--- src/rtl/core/ibf_pkg.sv ---
`timescale 1ns / 1ps
`default_nettype none
// ----------------------------------------------------------------------------
// ibf_pkg: shared types and constants of the information frame framer
// Line codes, register indexes, the framing command and the emit sequence.
// ----------------------------------------------------------------------------
package ibf_pkg;

  localparam logic [7:0] FLAG_BYTE = 8'h7E;
  localparam logic [7:0] ESC_BYTE  = 8'h7D;
  localparam logic [7:0] ESC_MASK  = 8'h20;

  localparam int unsigned CFG_IDX_W = 2;
  localparam logic [CFG_IDX_W-1:0] REG_ADDRESS   = 2'd0;
  localparam logic [CFG_IDX_W-1:0] REG_CTRL_SEQ0 = 2'd1;
  localparam logic [CFG_IDX_W-1:0] REG_CTRL_SEQ1 = 2'd2;

  localparam logic [7:0] ADDRESS_RST   = 8'd3;
  localparam logic [7:0] CTRL_SEQ0_RST = 8'd0;
  localparam logic [7:0] CTRL_SEQ1_RST = 8'd64;

  // command queue between front and back
  localparam int unsigned QDEPTH = 2;
  localparam int unsigned QPTR_W = (QDEPTH > 1) ? $clog2(QDEPTH) : 1;
  localparam int unsigned QCNT_W = $clog2(QDEPTH + 1);

  // one classified payload transaction
  typedef struct packed {
    logic       hdr;       // first byte of a frame: send header first
    logic [7:0] addr;
    logic [7:0] ctrl;
    logic [7:0] data;
    logic       data_esc;
    logic       last;
    logic [7:0] chk;       // trailing check, valid when last
    logic       chk_esc;
  } cmd_t;

  typedef enum logic [3:0] {
    ST_OPEN,
    ST_ADDR,
    ST_CTRL,
    ST_HCHK,
    ST_DATA,
    ST_DATA2,
    ST_CHK,
    ST_CHK2,
    ST_CLOSE
  } step_t;

endpackage
`default_nettype wire

--- src/rtl/core/ibf_front.sv ---
`timescale 1ns / 1ps
`default_nettype none
// ----------------------------------------------------------------------------
// ibf_front: input stage of the framer
// Accepts payload bytes, tracks the open frame and running xor, and classifies
// each byte into a command for the queue.
// ----------------------------------------------------------------------------
module ibf_front (
  input  wire              clk,
  input  wire              rst_n,
  input  wire              in_valid,
  output logic             in_ready,
  input  wire  [7:0]       in_data_byte,
  input  wire              in_last_byte,
  input  wire              in_sequence_bit,
  input  wire  [7:0]       address,
  input  wire  [7:0]       ctrl_seq0,
  input  wire  [7:0]       ctrl_seq1,
  input  wire              q_full,
  output logic             push,
  output ibf_pkg::cmd_t    push_cmd
);

  logic       inside_frame_r, inside_frame_nxt;
  logic [7:0] payload_xor_r, payload_xor_nxt;
  logic [7:0] xor_sum;
  logic [7:0] ctrl_sel;

  assign in_ready = !q_full;
  assign push     = in_valid && in_ready;

  always_comb begin
    ctrl_sel = in_sequence_bit ? ctrl_seq1 : ctrl_seq0;
    // a new frame starts its check from zero
    xor_sum  = (inside_frame_r ? payload_xor_r : 8'h00) ^ in_data_byte;

    push_cmd.hdr      = !inside_frame_r;
    push_cmd.addr     = address;
    push_cmd.ctrl     = ctrl_sel;
    push_cmd.data     = in_data_byte;
    push_cmd.data_esc = (in_data_byte == ibf_pkg::FLAG_BYTE) ||
                        (in_data_byte == ibf_pkg::ESC_BYTE);
    push_cmd.last     = in_last_byte;
    push_cmd.chk      = xor_sum;
    push_cmd.chk_esc  = (xor_sum == ibf_pkg::FLAG_BYTE) ||
                        (xor_sum == ibf_pkg::ESC_BYTE);

    inside_frame_nxt = inside_frame_r;
    payload_xor_nxt  = payload_xor_r;
    if (push) begin
      inside_frame_nxt = !in_last_byte;
      payload_xor_nxt  = in_last_byte ? 8'h00 : xor_sum;
    end
  end

  always_ff @(posedge clk) begin
    if (!rst_n) begin
      inside_frame_r <= 1'b0;
      payload_xor_r  <= 8'h00;
    end else begin
      inside_frame_r <= inside_frame_nxt;
      payload_xor_r  <= payload_xor_nxt;
    end
  end

  a_xor_clear_outside: assert property (@(posedge clk) disable iff (!rst_n)
    !inside_frame_r |-> payload_xor_r == 8'h00)
    else $error("running xor not cleared outside a frame");

  a_last_closes: assert property (@(posedge clk) disable iff (!rst_n)
    push && in_last_byte |=> !inside_frame_r)
    else $error("frame still open after last byte");

  a_hdr_on_open: assert property (@(posedge clk) disable iff (!rst_n)
    push && !in_last_byte |=> inside_frame_r)
    else $error("frame not open after non-final byte");

endmodule
`default_nettype wire

--- src/rtl/core/ibf_queue.sv ---
`timescale 1ns / 1ps
`default_nettype none
// ----------------------------------------------------------------------------
// ibf_queue: short command queue
// Register-based fifo that decouples the front and back stalls.
// ----------------------------------------------------------------------------
module ibf_queue (
  input  wire              clk,
  input  wire              rst_n,
  input  wire              push,
  input  ibf_pkg::cmd_t    push_cmd,
  output logic             full,
  input  wire              pop,
  output logic             head_valid,
  output ibf_pkg::cmd_t    head_cmd
);

  ibf_pkg::cmd_t entry_r [ibf_pkg::QDEPTH];

  logic [ibf_pkg::QPTR_W-1:0] wr_ptr_r, wr_ptr_nxt;
  logic [ibf_pkg::QPTR_W-1:0] rd_ptr_r, rd_ptr_nxt;
  logic [ibf_pkg::QCNT_W-1:0] cnt_r, cnt_nxt;

  localparam logic [ibf_pkg::QPTR_W-1:0] PTR_LAST = ibf_pkg::QPTR_W'(ibf_pkg::QDEPTH - 1);
  localparam logic [ibf_pkg::QCNT_W-1:0] CNT_FULL = ibf_pkg::QCNT_W'(ibf_pkg::QDEPTH);

  assign full       = (cnt_r == CNT_FULL);
  assign head_valid = (cnt_r != '0);
  assign head_cmd   = entry_r[rd_ptr_r];

  always_comb begin
    wr_ptr_nxt = wr_ptr_r;
    rd_ptr_nxt = rd_ptr_r;
    cnt_nxt    = cnt_r;
    if (push) begin
      wr_ptr_nxt = (wr_ptr_r == PTR_LAST) ? '0 : wr_ptr_r + 1'b1;
    end
    if (pop) begin
      rd_ptr_nxt = (rd_ptr_r == PTR_LAST) ? '0 : rd_ptr_r + 1'b1;
    end
    priority if (push && !pop) begin
      cnt_nxt = cnt_r + 1'b1;
    end else if (pop && !push) begin
      cnt_nxt = cnt_r - 1'b1;
    end else begin
      cnt_nxt = cnt_r;
    end
  end

  always_ff @(posedge clk) begin
    if (!rst_n) begin
      wr_ptr_r <= '0;
      rd_ptr_r <= '0;
      cnt_r    <= '0;
    end else begin
      wr_ptr_r <= wr_ptr_nxt;
      rd_ptr_r <= rd_ptr_nxt;
      cnt_r    <= cnt_nxt;
    end
  end

  always_ff @(posedge clk) begin
    if (push) begin
      entry_r[wr_ptr_r] <= push_cmd;
    end
  end

  a_no_overflow: assert property (@(posedge clk) disable iff (!rst_n)
    full |-> !push)
    else $error("push into full queue");

  a_no_underflow: assert property (@(posedge clk) disable iff (!rst_n)
    pop |-> head_valid)
    else $error("pop from empty queue");

endmodule
`default_nettype wire

--- src/rtl/core/ibf_back.sv ---
`timescale 1ns / 1ps
`default_nettype none
// ----------------------------------------------------------------------------
// ibf_back: line byte sequencer
// Walks one command through header, stuffed data, stuffed check and closing
// flag as needed into a registered output, one byte per cycle unless stalled.
// ----------------------------------------------------------------------------
module ibf_back (
  input  wire              clk,
  input  wire              rst_n,
  input  wire              head_valid,
  input  ibf_pkg::cmd_t    head_cmd,
  output logic             pop,
  output logic             out_valid,
  input  wire              out_ready,
  output logic [7:0]       out_out_byte,
  output logic             out_frame_end,
  output logic             out_run_last
);

  ibf_pkg::step_t step_r, step_nxt, step_adv;
  ibf_pkg::cmd_t  cur_r, cur_nxt;
  logic           cur_valid_r, cur_valid_nxt;
  logic           out_valid_r, out_valid_nxt;
  logic [7:0]     byte_r, byte_nxt, byte_c;
  logic           fend_r, fend_nxt, fend_c;
  logic           rlast_r, rlast_nxt, done_c;
  logic           emit;

  assign out_valid     = out_valid_r;
  assign out_out_byte  = byte_r;
  assign out_frame_end = fend_r;
  assign out_run_last  = rlast_r;

  always_comb begin
    byte_c   = ibf_pkg::FLAG_BYTE;
    fend_c   = 1'b0;
    done_c   = 1'b0;
    step_adv = step_r;
    unique case (step_r)
      ibf_pkg::ST_OPEN: begin
        byte_c   = ibf_pkg::FLAG_BYTE;
        step_adv = ibf_pkg::ST_ADDR;
      end
      ibf_pkg::ST_ADDR: begin
        byte_c   = cur_r.addr;
        step_adv = ibf_pkg::ST_CTRL;
      end
      ibf_pkg::ST_CTRL: begin
        byte_c   = cur_r.ctrl;
        step_adv = ibf_pkg::ST_HCHK;
      end
      ibf_pkg::ST_HCHK: begin
        byte_c   = cur_r.addr ^ cur_r.ctrl;
        step_adv = ibf_pkg::ST_DATA;
      end
      ibf_pkg::ST_DATA: begin
        byte_c   = cur_r.data_esc ? ibf_pkg::ESC_BYTE : cur_r.data;
        step_adv = cur_r.data_esc ? ibf_pkg::ST_DATA2 : ibf_pkg::ST_CHK;
        done_c   = !cur_r.data_esc && !cur_r.last;
      end
      ibf_pkg::ST_DATA2: begin
        byte_c   = cur_r.data ^ ibf_pkg::ESC_MASK;
        step_adv = ibf_pkg::ST_CHK;
        done_c   = !cur_r.last;
      end
      ibf_pkg::ST_CHK: begin
        byte_c   = cur_r.chk_esc ? ibf_pkg::ESC_BYTE : cur_r.chk;
        step_adv = cur_r.chk_esc ? ibf_pkg::ST_CHK2 : ibf_pkg::ST_CLOSE;
      end
      ibf_pkg::ST_CHK2: begin
        byte_c   = cur_r.chk ^ ibf_pkg::ESC_MASK;
        step_adv = ibf_pkg::ST_CLOSE;
      end
      ibf_pkg::ST_CLOSE: begin
        byte_c   = ibf_pkg::FLAG_BYTE;
        fend_c   = 1'b1;
        done_c   = 1'b1;
      end
      default: begin
        byte_c   = ibf_pkg::FLAG_BYTE;
        done_c   = 1'b1;
      end
    endcase

    // output slot free or being drained this cycle
    emit = cur_valid_r && (!out_valid_r || out_ready);
    pop  = head_valid && (!cur_valid_r || (emit && done_c));

    cur_nxt       = cur_r;
    cur_valid_nxt = cur_valid_r;
    step_nxt      = step_r;
    priority if (pop) begin
      cur_nxt       = head_cmd;
      cur_valid_nxt = 1'b1;
      step_nxt      = head_cmd.hdr ? ibf_pkg::ST_OPEN : ibf_pkg::ST_DATA;
    end else if (emit && done_c) begin
      cur_valid_nxt = 1'b0;
    end else if (emit) begin
      step_nxt      = step_adv;
    end else begin
      step_nxt      = step_r;
    end

    out_valid_nxt = out_valid_r;
    byte_nxt      = byte_r;
    fend_nxt      = fend_r;
    rlast_nxt     = rlast_r;
    if (emit) begin
      out_valid_nxt = 1'b1;
      byte_nxt      = byte_c;
      fend_nxt      = fend_c;
      rlast_nxt     = done_c;
    end else if (out_ready) begin
      out_valid_nxt = 1'b0;
    end
  end

  always_ff @(posedge clk) begin
    if (!rst_n) begin
      step_r      <= ibf_pkg::ST_OPEN;
      cur_valid_r <= 1'b0;
      out_valid_r <= 1'b0;
    end else begin
      step_r      <= step_nxt;
      cur_valid_r <= cur_valid_nxt;
      out_valid_r <= out_valid_nxt;
    end
  end

  always_ff @(posedge clk) begin
    cur_r   <= cur_nxt;
    byte_r  <= byte_nxt;
    fend_r  <= fend_nxt;
    rlast_r <= rlast_nxt;
  end

  a_close_is_flag: assert property (@(posedge clk) disable iff (!rst_n)
    out_valid_r && fend_r |-> rlast_r && byte_r == ibf_pkg::FLAG_BYTE)
    else $error("closing byte malformed");

  a_esc_second_half: assert property (@(posedge clk) disable iff (!rst_n)
    cur_valid_r && step_r == ibf_pkg::ST_DATA2 |-> cur_r.data_esc)
    else $error("escape tail without escaped data");

  a_chk_only_last: assert property (@(posedge clk) disable iff (!rst_n)
    cur_valid_r && (step_r == ibf_pkg::ST_CHK || step_r == ibf_pkg::ST_CHK2 ||
                    step_r == ibf_pkg::ST_CLOSE) |-> cur_r.last)
    else $error("trailer sent for non-final byte");

endmodule
`default_nettype wire

--- src/rtl/core/info_frame_byte_stuffing_framer.sv ---
`timescale 1ns / 1ps
`default_nettype none
// ----------------------------------------------------------------------------
// info_frame_byte_stuffing_framer: information frame framer with stuffing
// Wraps payload bytes in flag, address, control and header check, stuffs
// payload and trailing xor check, and closes each frame with a flag.
// ----------------------------------------------------------------------------
//  channel  | handshake             | payload
//  ---------+-----------------------+------------------------------------------
//  in       | in_valid / in_ready   | in_data_byte, in_last_byte, in_sequence_bit
//  out      | out_valid / out_ready | out_out_byte, out_frame_end, out_run_last
//  cfg      | cfg_wr_en             | cfg_index, cfg_data
//
// one line byte per cycle out of the back sequencer while out_ready and the queue allow: a
// payload byte yields 1 to 9 line bytes (4 more on the first of a frame, 1 more for each
// escape, 2 to 3 more on the last), so one in the middle of a frame when nothing is escaped
// a two-entry command queue lets the front keep accepting while the back works
// reset is synchronous, active low; no clearing pass
// out_ready low holds the output register and, once the queue fills, in_ready
// ----------------------------------------------------------------------------
module info_frame_byte_stuffing_framer (
  input  wire                             clk,
  input  wire                             rst_n,
  input  wire                             in_valid,
  output logic                            in_ready,
  input  wire  [7:0]                      in_data_byte,
  input  wire                             in_last_byte,
  input  wire                             in_sequence_bit,
  output logic                            out_valid,
  input  wire                             out_ready,
  output logic [7:0]                      out_out_byte,
  output logic                            out_frame_end,
  output logic                            out_run_last,
  input  wire                             cfg_wr_en,
  input  wire  [ibf_pkg::CFG_IDX_W-1:0]   cfg_index,
  input  wire  [7:0]                      cfg_data
);

  logic [7:0]    address_r, ctrl_seq0_r, ctrl_seq1_r;
  logic          q_full, push, pop, head_valid;
  ibf_pkg::cmd_t push_cmd, head_cmd;

  // register file; an index beyond the list is ignored
  always_ff @(posedge clk) begin
    if (!rst_n) begin
      address_r   <= ibf_pkg::ADDRESS_RST;
      ctrl_seq0_r <= ibf_pkg::CTRL_SEQ0_RST;
      ctrl_seq1_r <= ibf_pkg::CTRL_SEQ1_RST;
    end else if (cfg_wr_en) begin
      unique case (cfg_index)
        ibf_pkg::REG_ADDRESS:   address_r   <= cfg_data;
        ibf_pkg::REG_CTRL_SEQ0: ctrl_seq0_r <= cfg_data;
        ibf_pkg::REG_CTRL_SEQ1: ctrl_seq1_r <= cfg_data;
        default: ;
      endcase
    end
  end

  ibf_front u_front (
    .clk             (clk),
    .rst_n           (rst_n),
    .in_valid        (in_valid),
    .in_ready        (in_ready),
    .in_data_byte    (in_data_byte),
    .in_last_byte    (in_last_byte),
    .in_sequence_bit (in_sequence_bit),
    .address         (address_r),
    .ctrl_seq0       (ctrl_seq0_r),
    .ctrl_seq1       (ctrl_seq1_r),
    .q_full          (q_full),
    .push            (push),
    .push_cmd        (push_cmd)
  );

  ibf_queue u_queue (
    .clk        (clk),
    .rst_n      (rst_n),
    .push       (push),
    .push_cmd   (push_cmd),
    .full       (q_full),
    .pop        (pop),
    .head_valid (head_valid),
    .head_cmd   (head_cmd)
  );

  ibf_back u_back (
    .clk           (clk),
    .rst_n         (rst_n),
    .head_valid    (head_valid),
    .head_cmd      (head_cmd),
    .pop           (pop),
    .out_valid     (out_valid),
    .out_ready     (out_ready),
    .out_out_byte  (out_out_byte),
    .out_frame_end (out_frame_end),
    .out_run_last  (out_run_last)
  );

endmodule
`default_nettype wire

--- config.mk ---
export PLATFORM = sky130hd
export DESIGN_NAME = info_frame_byte_stuffing_framer
export DESIGN_NICKNAME = d
export VERILOG_FILES = /design/src/rtl/core/ibf_pkg.sv /design/src/rtl/core/ibf_front.sv /design/src/rtl/core/ibf_queue.sv /design/src/rtl/core/ibf_back.sv /design/src/rtl/core/info_frame_byte_stuffing_framer.sv
export SDC_FILE = /design/constraint.sdc
export NUM_CORES = 1
export LEC_CHECK = 0
export BUFFER_PORTS_ARGS = -buffer_cell sky130_fd_sc_hd__buf_2
export CAP_MARGIN = 30
export CORE_MARGIN = 4
export CORE_UTILIZATION = 50
export CTS_BUF_LIST = sky130_fd_sc_hd__clkbuf_8 sky130_fd_sc_hd__clkbuf_16
export DETAILED_ROUTE_END_ITERATION = 16
export GPL_TIMING_DRIVEN = 0
export PLACE_DENSITY = 0.68
export SYNTH_ARGS = -nofsm -noshare
export SYNTH_HDL_FRONTEND = slang
export SYNTH_HIERARCHICAL = 1
export SYNTH_SLANG_ARGS = --single-unit
--- constraint.sdc ---
create_clock -name clk -period 3.25 [get_ports clk]
set_input_delay 0.65 -clock clk [delete_from_list [all_inputs] [get_ports clk]]
set_output_delay 0.65 -clock clk [all_outputs]
set_load 0.01 [all_outputs]
==> metrics.yaml <==
status: "finished, final reports clean"
end_kind: "register"
fin_cells: 725
dpl.hpwl_mm: 8.190
cts_buffers: 17
syn2layout_area_growth_pct: 15.89
fp.dieH_um: 124.6
clock_sinks: 161
relSlewSlack: 0.3807
overflow: 0
cts-root-buf: "clkbuf_16"
synth_xor_area_frac: 0.03072
synth_area_leaders: "edfxtp_1 (52%), dfxtp_1 (13%), mux2_2 (7.3%), mux2i_1 (3.8%), nand2_1 (2.9%)"
ios: 37
crit_path_max_incr_delay_ps: 770
ant_nets: 0
setup_viol: 0
synthFlopType: "edfxtp_1"
cts_setup_buffers: 0
period_share: 0.7499
synthArstFlopShare: 0
fin_skew_ps: 5.384
criticalPathCategory: "register to register"
drive_gt1_frac: 0.3042
antenna_cells: 0
p_per_area_nw_per_um2: 805.0
tightest_slew_ps: 929.0
num_vias: 3856
critical_path_required_ps: 3290
path_clk_slew_ps: 60
numPortBuffers: 35
power_leakage_nw: 2.828
insertion_delay_ps: 420
cts_tree: "built"
die_area_um2: 15530
drv_cap: 0
die_x_um: 124.6
startpoint_type: "register"
ys_seq_elements: 161
antenna_found_initial: 0
fp-row-count: 42
slew_violations: 0
seq_area_um2: 4394
grt_first_pass_wirelength_mm: 19.83
syn_inst: 480
start_util: 0.5116
synth_edf_count: 117
layout_common_cells: "edfxtp_1 (117), nand2_1 (52), dfxtp_1 (44), mux2_2 (44), buf_2 (41)"
drtIter0Drc: 288
synth_top_area_cell: "edfxtp_1"
synth_top_family_by_area: "multiplexers"
holdWs_ps: 459.1
clk_path_buf_depth: 2
rsz0062_at_grt: "false"
ctsResizeCount: 0
wl_per_cell_um: 16.50
dp_cells: 693
multi_input_area_um2: 2085
fmax_mhz: 410.3
synth_fp_nets: 506
muxShareOfSynthArea: 0.1111
cp_cell_sequence: "and2b_2 -> nand2b_1 -> clkbuf_1 -> inv_1 -> and2_2"
layout_commonest_cell: "edfxtp_1"
fin_crit_ps: 2437
synth_area_um2: 6802
drc: 0
synth-adder-area-share: 0.001840
critPathSlowestCell: "and2_2"
grt_pass1_vias: 3917
gp_congestion: 0.8523
coreArea_um2: 13300
ys_seq_area_frac: 0.6461
worstPathMaxFanout: 36
hp-class: "register to register"
cts_htree_levels: 4
grt_usage: 0.1630
cts_hold_buf: 0
wl_mm: 11.96
viasPerCell: 5.319
synth-compound-area-share: 0.06402
hold_violations: 0
vdd_drop_max_v: 0.0004385
drt_pre_antenna_iters: 4
n_fill_cell: 1026
synth_cell_types: 62
grt_max_degree: 37
fin_nets: 562
worstPathArrival_ps: 2480
yosys_warnings: 6
avgSynthCellArea_um2: 14.17
synth-simple-area-share: 0.09750
synth_top_cell_area_share: 0.5166
-- critical path, delay by kind of cell, from the launching register on --
family	cells	cell delay, ps
and+or+nand+nor	3	1170
DFF	1	390
buffers and inverters	2	450
-- cell families after synthesis --
family | Yosys count
AOI/OAI and AO/OA | 58
xor gates and xnor gates | 20
adders and majority gates | 1
buffers and inverters | 51
DFF | 161
muxes | 70
and+or+nand+nor | 119
-- metal layers --
metal / global-route usage / vias up / wire length, um
met2: 0.2560 / 89 / 5771
met4: 0.05932 / 0 / 192
met1: 0.2142 / 1882 / 5325
met3: 0.05060 / 16 / 670
li1: - / 1869 / -
met5: 0 / - / 0
-- area by class of cell --
type,count,share of cell area
Clock buffer,19,0.05746
Timing Repair Buffer,37,0.02730
Sequential cell,161,0.5575
Multi-Input combinational cell,268,0.2644
Clock inverter,13,0.02333
Tap cell,176,0.02794
Inverter,12,0.005873
Buffer,39,0.03619
-- flip-flops by register name, indices dropped and copies added (netlist names), named ones only --
register,cells
u_queue/wr_ptr_r,1
u_front/inside_frame_r,1
u_back/cur_r,35
u_back/out_out_byte,8
u_queue/rd_ptr_r,1
u_back/out_run_last,1
u_queue/entry_r,72
address_r,8
u_back/out_valid,1
u_back/cur_valid_r,1
u_front/payload_xor_r,8
u_queue/cnt_r,2
ctrl_seq0_r,8
u_back/out_frame_end,1
ctrl_seq1_r,8
u_back/step_r,4
-- path summary, 6_finish.rpt --
path | startpoint | endpoint | slack [ps] | depth (start not counted)
max | u_queue/cnt_r[0] | u_queue/entry_r[1][33] | 810 | 5
min | ctrl_seq0_r[4] | ctrl_seq0_r[4] | 460 | 2
max reg2reg | u_queue/cnt_r[0] | u_queue/entry_r[1][33] | 810 | 5
min reg2reg | ctrl_seq0_r[4] | ctrl_seq0_r[4] | 460 | 2
-- synthesized netlist by cell type, types with 6 or more instances --
cell,count
edfxtp_1,117
nand2_1,52
dfxtp_1,44
mux2_2,44
mux2i_1,26
buf_4,21
nor2b_1,14
xnor2_1,14
inv_1,10
a22oi_1,9
buf_6,7
nand3_1,7
o21ai_0,7
a21oi_1,6
buf_2,6
nand2b_1,6
nor2_1,6
-- through the flow --
stage | power (mW) | setup WS [ps] | area [um2] | TNS, ps | util
after floorplan | 3.879 | 104.7 | 6802 | 0 | -
after global routing | 6.645 | 666.1 | 7883 | 0 | 0.5929
after global placement | 4.233 | -1022 | 7197 | -37590 | 0.5413
after detailed placement | 4.301 | 559.0 | 7246 | 0 | 0.5450
after CTS | 6.408 | 800.9 | 7883 | 0 | 0.5929
final | 6.345 | 812.8 | 7883 | 0 | 0.5929
-- power by group --
| group | switching [mW] | internal (mW) |
|---|---|---|
| clock network | 0.771 | 1.33 |
| logic | 0.745 | 0.595 |
| registers | 0.159 | 2.75 |
| total | 1.68 | 4.67 |
No activity file was read; power rests on OpenSTA's default activity.
